<file path="config.mk">
export PLATFORM = sky130hd
export DESIGN_NAME = indexed_sequence_buffer_core
export DESIGN_NICKNAME = d
export VERILOG_FILES = /design/src/rtl/core/ibuf_pkg.sv /design/src/rtl/core/ibuf_cell.sv /design/src/rtl/core/ibuf_ctrl.sv /design/src/rtl/core/indexed_sequence_buffer_core.sv
export SDC_FILE = /design/constraint.sdc
export NUM_CORES = 1
export LEC_CHECK = 0
export BUFFER_PORTS_ARGS = -buffer_cell sky130_fd_sc_hd__buf_2
export CAP_MARGIN = 25
export CORE_AREA = 3 3 271 273
export CTS_CLUSTER_DIAMETER = 150
export DETAILED_ROUTE_END_ITERATION = 10
export DIE_AREA = 0 0 274 276
export GPL_ROUTABILITY_DRIVEN = 0
export PLACE_DENSITY_LB_ADDON = 0.05
export SLEW_MARGIN = 20
export SYNTH_ARGS = -nofsm -noshare
export SYNTH_HDL_FRONTEND = slang
export SYNTH_SLANG_ARGS = --single-unit
</file>
<file path="constraint.sdc">
create_clock -name clk -period 7.9 [get_ports clk]
set_clock_uncertainty 0.2 [all_clocks]
set_input_delay 1.185 -clock clk [delete_from_list [all_inputs] [get_ports clk]]
set_output_delay 1.185 -clock clk [all_outputs]
set_load 0.005 [all_outputs]
</file>
<file path="src/rtl/core/ibuf_pkg.sv">
// Package for the indexed sequence buffer: sizes, request, status and cell command codes,
// and the command struct that the controller broadcasts to the row of cells.
// No dependencies.
package ibuf_pkg;

	localparam int CAPACITY = 16;
	localparam int WORD_W   = 32;
	localparam int REQ_W    = 3;
	localparam int POS_W    = 5;
	localparam int OCC_W    = 5;
	localparam int CNT_W    = $clog2(CAPACITY + 1);
	localparam int IDX_W    = $clog2(CAPACITY);
	localparam int CMP_W    = (CNT_W > POS_W) ? CNT_W : POS_W;

	typedef enum logic [REQ_W-1:0] {
		REQ_APPEND    = 3'd0,
		REQ_PREPEND   = 3'd1,
		REQ_INSERT    = 3'd2,
		REQ_DELETE    = 3'd3,
		REQ_DEL_FIRST = 3'd4,
		REQ_DEL_LAST  = 3'd5,
		REQ_CLEAR     = 3'd6
	} req_t;

	typedef enum logic [1:0] {
		ST_OK        = 2'd0,
		ST_BAD_INDEX = 2'd1,
		ST_UNDERFLOW = 2'd2,
		ST_FULL      = 2'd3
	} status_t;

	typedef enum logic [1:0] {
		OP_HOLD = 2'd0,
		OP_INS  = 2'd1,
		OP_DEL  = 2'd2
	} cell_op_t;

	typedef struct packed {
		cell_op_t          op;
		logic [CMP_W-1:0]  pos;
		logic [WORD_W-1:0] word;
	} cell_cmd_t;

endpackage

</file>
<file path="src/rtl/core/ibuf_cell.sv">
// One storage cell of the sequence buffer row.
// Depends on ibuf_pkg for the command struct and widths.
module ibuf_cell (
	input  logic                      clk,
	input  ibuf_pkg::cell_cmd_t       cmd,
	input  logic [ibuf_pkg::IDX_W-1:0]  idx,
	input  logic [ibuf_pkg::WORD_W-1:0] below,
	input  logic [ibuf_pkg::WORD_W-1:0] above,
	output logic [ibuf_pkg::WORD_W-1:0] data
);
	import ibuf_pkg::*;

	logic [WORD_W-1:0] data_q;
	logic [WORD_W-1:0] data_d;
	logic [CMP_W-1:0]  idx_x;

	assign idx_x = CMP_W'(idx);

	// An insert moves every cell above the gap up by one; a delete pulls them down.
	always_comb begin
		data_d = data_q;
		case (cmd.op)
			OP_INS: begin
				if (idx_x > cmd.pos) begin
					data_d = below;
				end else if (idx_x == cmd.pos) begin
					data_d = cmd.word;
				end
			end
			OP_DEL: begin
				if (idx_x >= cmd.pos) begin
					data_d = above;
				end
			end
			default: begin
				data_d = data_q;
			end
		endcase
	end

	always_ff @(posedge clk) begin
		data_q <= data_d;
	end

	assign data = data_q;

endmodule

</file>
<file path="src/rtl/core/ibuf_ctrl.sv">
// Request decoder and occupancy counter of the sequence buffer; it drives the cell command.
// Depends on ibuf_pkg for codes, widths and the command struct.
module ibuf_ctrl (
	input  logic                        clk,
	input  logic                        arst_n,
	input  logic                        accept,
	input  logic [ibuf_pkg::REQ_W-1:0]  req_type,
	input  logic [ibuf_pkg::WORD_W-1:0] word,
	input  logic [ibuf_pkg::POS_W-1:0]  position,
	output ibuf_pkg::cell_cmd_t         cmd,
	output logic [ibuf_pkg::CNT_W-1:0]  count,
	output ibuf_pkg::status_t           status,
	output logic                        done
);
	import ibuf_pkg::*;

	logic [CNT_W-1:0] count_q;
	logic [CNT_W-1:0] count_d;
	status_t          status_q;
	status_t          status_d;
	logic             done_q;
	logic             full;
	logic [CMP_W-1:0] pos_x;
	logic [CMP_W-1:0] cnt_x;
	cell_op_t         op_d;
	logic [CMP_W-1:0] at_d;

	assign full  = (count_q == CNT_W'(CAPACITY));
	assign pos_x = CMP_W'(position);
	assign cnt_x = CMP_W'(count_q);

	always_comb begin
		op_d     = OP_HOLD;
		at_d     = '0;
		status_d = ST_OK;
		count_d  = count_q;
		case (req_t'(req_type))
			REQ_APPEND: begin
				if (full) begin
					status_d = ST_FULL;
				end else begin
					op_d    = OP_INS;
					at_d    = cnt_x;
					count_d = count_q + 1'b1;
				end
			end
			REQ_PREPEND: begin
				if (full) begin
					status_d = ST_FULL;
				end else begin
					op_d    = OP_INS;
					count_d = count_q + 1'b1;
				end
			end
			REQ_INSERT: begin
				// The index test comes before the full test.
				if (pos_x > cnt_x) begin
					status_d = ST_BAD_INDEX;
				end else if (full) begin
					status_d = ST_FULL;
				end else begin
					op_d    = OP_INS;
					at_d    = pos_x;
					count_d = count_q + 1'b1;
				end
			end
			REQ_DELETE: begin
				if (pos_x >= cnt_x) begin
					status_d = ST_BAD_INDEX;
				end else begin
					op_d    = OP_DEL;
					at_d    = pos_x;
					count_d = count_q - 1'b1;
				end
			end
			REQ_DEL_FIRST: begin
				if (count_q == '0) begin
					status_d = ST_UNDERFLOW;
				end else begin
					op_d    = OP_DEL;
					count_d = count_q - 1'b1;
				end
			end
			REQ_DEL_LAST: begin
				// Removing the last entry on an empty store is silently ignored.
				if (count_q != '0) begin
					op_d    = OP_DEL;
					at_d    = cnt_x - 1'b1;
					count_d = count_q - 1'b1;
				end
			end
			REQ_CLEAR: begin
				count_d = '0;
			end
			default: begin
				status_d = ST_OK;
			end
		endcase
	end

	always_comb begin
		cmd.op   = accept ? op_d : OP_HOLD;
		cmd.pos  = at_d;
		cmd.word = word;
	end

	always_ff @(posedge clk or negedge arst_n) begin
		if (!arst_n) begin
			count_q <= '0;
			done_q  <= 1'b0;
		end else begin
			done_q <= accept;
			if (accept) begin
				count_q <= count_d;
			end
		end
	end

	always_ff @(posedge clk) begin
		if (accept) begin
			status_q <= status_d;
		end
	end

	assign count  = count_q;
	assign status = status_q;
	assign done   = done_q;

endmodule

</file>
<file path="src/rtl/core/indexed_sequence_buffer_core.sv">
// Top level of the indexed sequence buffer: a controller and a row of shifting cells.
// Depends on ibuf_pkg, ibuf_ctrl and ibuf_cell.
//
//   Channel   Handshake          Payload
//   request   start / busy       req_type, value, position
//   result    done (strobe)      status, occupancy, head_value
//
// A request beat is taken at any rising edge where start is high and busy is low.
// Every cell updates in that same edge, so busy stays low and one request can be
// taken every cycle; the row of cells shifts in parallel, so an insert or delete completes
// in that edge whatever the position. The result beat shows on the strobe in the cycle
// after the request and is present for exactly one cycle: the receiver cannot stall it.
// Reset clears the occupancy and the strobe; the cell contents are not reset.
module indexed_sequence_buffer_core (
	input  logic                               clk,
	input  logic                               arst_n,
	input  logic                               start,
	output logic                               busy,
	input  logic [ibuf_pkg::REQ_W-1:0]         req_type,
	input  logic signed [ibuf_pkg::WORD_W-1:0] value,
	input  logic [ibuf_pkg::POS_W-1:0]         position,
	output logic                               done,
	output logic [1:0]                         status,
	output logic [ibuf_pkg::OCC_W-1:0]         occupancy,
	output logic signed [ibuf_pkg::WORD_W-1:0] head_value
);
	import ibuf_pkg::*;

	logic              accept;
	cell_cmd_t         cmd;
	logic [CNT_W-1:0]  count;
	status_t           status_w;
	logic [WORD_W-1:0] cell_data [CAPACITY];

	// Every request completes in the edge that accepts it, so the block is never busy.
	assign busy   = 1'b0;
	assign accept = start && !busy;

	ibuf_ctrl u_ctrl (
		.clk      (clk),
		.arst_n   (arst_n),
		.accept   (accept),
		.req_type (req_type),
		.word     (value),
		.position (position),
		.cmd      (cmd),
		.count    (count),
		.status   (status_w),
		.done     (done)
	);

	// Cell i takes from cell i-1 on an insert and from cell i+1 on a delete. The ends of
	// the row are fed with zero; those words only land in cells beyond the occupancy.
	for (genvar i = 0; i < CAPACITY; i++) begin : g_cell
		logic [WORD_W-1:0] below;
		logic [WORD_W-1:0] above;

		if (i == 0) begin : g_first
			assign below = '0;
		end else begin : g_mid_lo
			assign below = cell_data[i-1];
		end

		if (i == CAPACITY - 1) begin : g_last
			assign above = '0;
		end else begin : g_mid_hi
			assign above = cell_data[i+1];
		end

		ibuf_cell u_cell (
			.clk   (clk),
			.cmd   (cmd),
			.idx   (IDX_W'(i)),
			.below (below),
			.above (above),
			.data  (cell_data[i])
		);
	end

	// The result reads registered state only: the count and the first cell, as they
	// stand after the request. An empty store reports all ones as its head.
	assign status     = status_w;
	assign occupancy  = OCC_W'(count);
	assign head_value = (count == '0) ? '1 : cell_data[0];

endmodule

</file>
==> impl_metrics.csv <==
group,metric,value,unit
logic_synthesis,syn_inst,2615,
timing,final_max_slew_viol_count,0,
logic_synthesis,yosys_warnings,0,
outcome,outcome,"finished clean",
global_route,antenna_found_initial,0,
setup_path,required,7.96,ns
logic_synthesis,avgSynthCellArea,10.9,um2
setup_path,worst-path-buf-inv,3,
timing,finalWorstSetupSlack,2.44,ns
job,maxCapViolations,0,
layout,nNetsFinal,2616,
place,dp_hpwl,53800,um
logic_synthesis,ys_types,71,
clock_network,cts_max_level,3,
logic_synthesis,synthAdderAreaFrac,0.395,%
die,die_w,274,um
logic_synthesis,synth-edff-count,514,
global_route,grt_remaining_overflow,0,
logic_synthesis,yosys.cell_count.top_type,"edfxtp_1",
clock_network,clock-sinks,520,
power,total_power,12.0,mW
logic_synthesis,synth_compound_area_share,15.4,%
setup_path,cp.arrival,5.52,ns
setup_path,path_cells,"buf_2, ha_1, a21o_1, a21oi_1, o21ai_0, a21o_1, a21oi_1, and3_1, inv_1, ha_4, or2_2, nor2b_1, a21oi_4, buf_4",
logic_synthesis,yosysSeqAreaShare,54.7,%
global_route,grt_max_degree,210,
timing,fmax,183,MHz
setup_path,cp_top_family,"compound AO/OA/AOI/OAI gates",
clock_network,postCtsSetupBuffers,0,
clock_network,cts_buffers,67,
global_route,grt_usage,24.2,%
logic_synthesis,synthMuxAreaShare,11.4,%
timing,rsz0062_at_grt,"no",
logic_synthesis,yosys_most_used_dff,"edfxtp_1",
layout,syn2layout_area_growth,10.7,%
global_route,grtUsageMet2,37.1,%
logic_synthesis,synth-xor-area-share,0.0922,%
logic_synthesis,ys_ff_latch,520,
die,pin_count,84,
die,core_area,71400,um2
hold_path,hp-class,"input port to async pin",
logic_synthesis,synthTopCellsByArea,"edfxtp_1, mux2i_1, nand2_1",
logic_synthesis,synth-async-reset-ratio,1.15,%
setup_path,max_stage_delay,0.78,ns
timing,finalCriticalPeriod,5.46,ns
clock_network,ctsLongestPathBuffers,3,
layout,drive_gt1_share,13.7,%
setup_path,criticalPathCategory,"input port to flip-flop",
logic_synthesis,yosysTopAreaCell,"edfxtp_1",
route,wire_per_inst,26.2,um
timing,slew-limit-headroom,29.0,%
die,rows,98,
setup_path,critPathLaunchType,"input port",
timing,timing.hold.ws,0.222,ns
die,initial_core_util,40.0,%
route,ant_nets,0,
setup_path,worstPathMaxFanout,49,
timing,worst_slew_pin_slew,1.06,ns
route,route.vias.total,21536,
clock_network,clk_latency,0.59,ns
route,drc,0,
global_route,use_met3,3.84,%
layout,final_util,44.2,%
clock_network,cts_resized,0,
route,drtIter0Drc,2244,
power,ir_drop,255,uV
die,die_h,276,um
clock_network,holdBufCountCts,0,
timing,tns,0,ns
place,port_buffers,82,
logic_synthesis,synth_fp_nets,2667,
route,vias_per_cell,6.05,
timing,min_period_over_period,69.2,%
setup_path,end_kind,"flip-flop",
timing,finalSetupViolCount,0,
global_route,grt.busiest_layer,"met2",
logic_synthesis,synth.cell_area,28500,um2
global_route,grt_use_met1,35.6,%
logic_synthesis,yosysTopAreaCellShare,54.1,%
die,die_area,75600,um2
global_route,grt_pass1_wl,139000,um
place,dpl_worst_slack,1.86,ns
power,leakage,11.6,nW
logic_synthesis,synthSimpleGateAreaFrac,13.5,%
logic_synthesis,synth_top_family_by_area,"compound AO/OA/AOI/OAI gates",
power,power_density,379,nW/um2
global_route,grt_pass1_vias,21262,
layout,n_antenna_cell,0,
logic_synthesis,synth_common_cells,"edfxtp_1, nand2_1, mux2i_1, o21ai_0, o21ai_1",
route,dr.pass1.iters,6,
clock_network,cts_tree,"done",
setup_path,slowest_stage,"a21oi_4",
clock_network,clockRootBuffer,"clkbuf_16",
timing,finalHoldViolCount,0,
route,wirelength,93300,um
clock_network,clkTransAtPathRegs,0.05,ns
## area by class of cell
type / instances / area (um2)
tap: 950 / 1190
multi-input combinational: 1828 / 11800
timing repair buffer: 134 / 876
fill: 6779 / 39800
inverter: 13 / 53.8
sequential: 520 / 15600
clock inverter: 30 / 196
clock buffer: 86 / 1810
## state kept, by name (all words and copies together) (netlist names)
signal              cells
u_ctrl.count            5
u_ctrl.done             1
g_cell.u_cell.data    512
u_ctrl.status           2
## metrics by stage
stage	area, um2	instances
2_1_floorplan	28500	2615
3_3_place_gp	29500	3444
3_5_place_dp	29500	3444
4_1_cts	31500	3560
5_1_grt	31500	3561
6_report	31500	3561
## power by group
| part | switching, mW | internal, mW |
|---|---|---|
| combinational | 2.75 | 1.62 |
| sequential | 0.450 | 4.26 |
| clock | 1.21 | 1.68 |
| total | 4.40 | 7.55 |
## worst reg2reg max path, stage by stage (launching register included)
cell and delay [ns]:
dfrtp_1 0.56, inv_1 0.13, ha_1 0.32, a21o_1 0.16, a21oi_1 0.35, o21ai_0 0.21, a21o_1 0.21, a21oi_1 0.16
and3_1 0.22, inv_1 0.08, ha_4 0.31, or2_2 0.64, nor2b_1 0.31, a21oi_4 0.78, buf_4 0.46
## cell families (layout without fill, tap and decap cells)
family,count (synthesis),in the layout
simple gates,810,810
fa+ha+maj,9,9
flops,520,520
other cells,1,1
compound gates,685,685
xor+xnor,3,3
buf+inv,267,263
mux,320,320
## routing by layer
| metal | wire length (um) | vias up |
|---|---|---|
| met5 | 0 | - |
| met4 | 2390 | 0 |
| met3 | 6280 | 147 |
| met2 | 41400 | 842 |
| met1 | 43200 | 10896 |
| li1 | - | 9651 |
## layout by cell type (no fill, tap or decap), types with 4 or more instances in the layout
master / instances
nor3b_1: 31
a221o_1: 32
nand3_1: 5
buf_4: 46
a22oi_1: 4
a31oi_1: 33
clkinv_1: 17
o21ai_1: 162
clkinv_2: 8
ha_1: 8
or2_2: 39
buf_12: 6
a21o_1: 37
o21ai_0: 201
nand2_1: 369
clkbuf_16: 70
mux2i_1: 288
a221oi_1: 33
a21oi_4: 13
nor2_1: 135
nor2_4: 5
nand3b_1: 33
buf_2: 82
nand2b_1: 35
mux2_2: 30
o221ai_1: 33
dfrtp_1: 6
inv_1: 12
o221a_2: 32
nor3_1: 68
edfxtp_1: 514
clkbuf_1: 16
a21oi_1: 38
o22ai_1: 35
nor2b_1: 67
## worst paths after layout
path / start / endpoint / slack, ns / cells past startpoint
max: position[3] / g_cell[2].u_cell.data[28] / 2.44 / 14
min: arst_n / u_ctrl.count[2] / 0.22 / 1
min in group clk: g_cell[1].u_cell.data[24] / g_cell[0].u_cell.data[24] / 0.36 / 1
max reg2reg: u_ctrl.count[3] / g_cell[2].u_cell.data[28] / 2.48 / 14
max in group asynchronous: arst_n / u_ctrl.count[0] / 7.13 / 1
min reg2reg: g_cell[1].u_cell.data[24] / g_cell[0].u_cell.data[24] / 0.36 / 1
(Power assumes the default switching activity.)
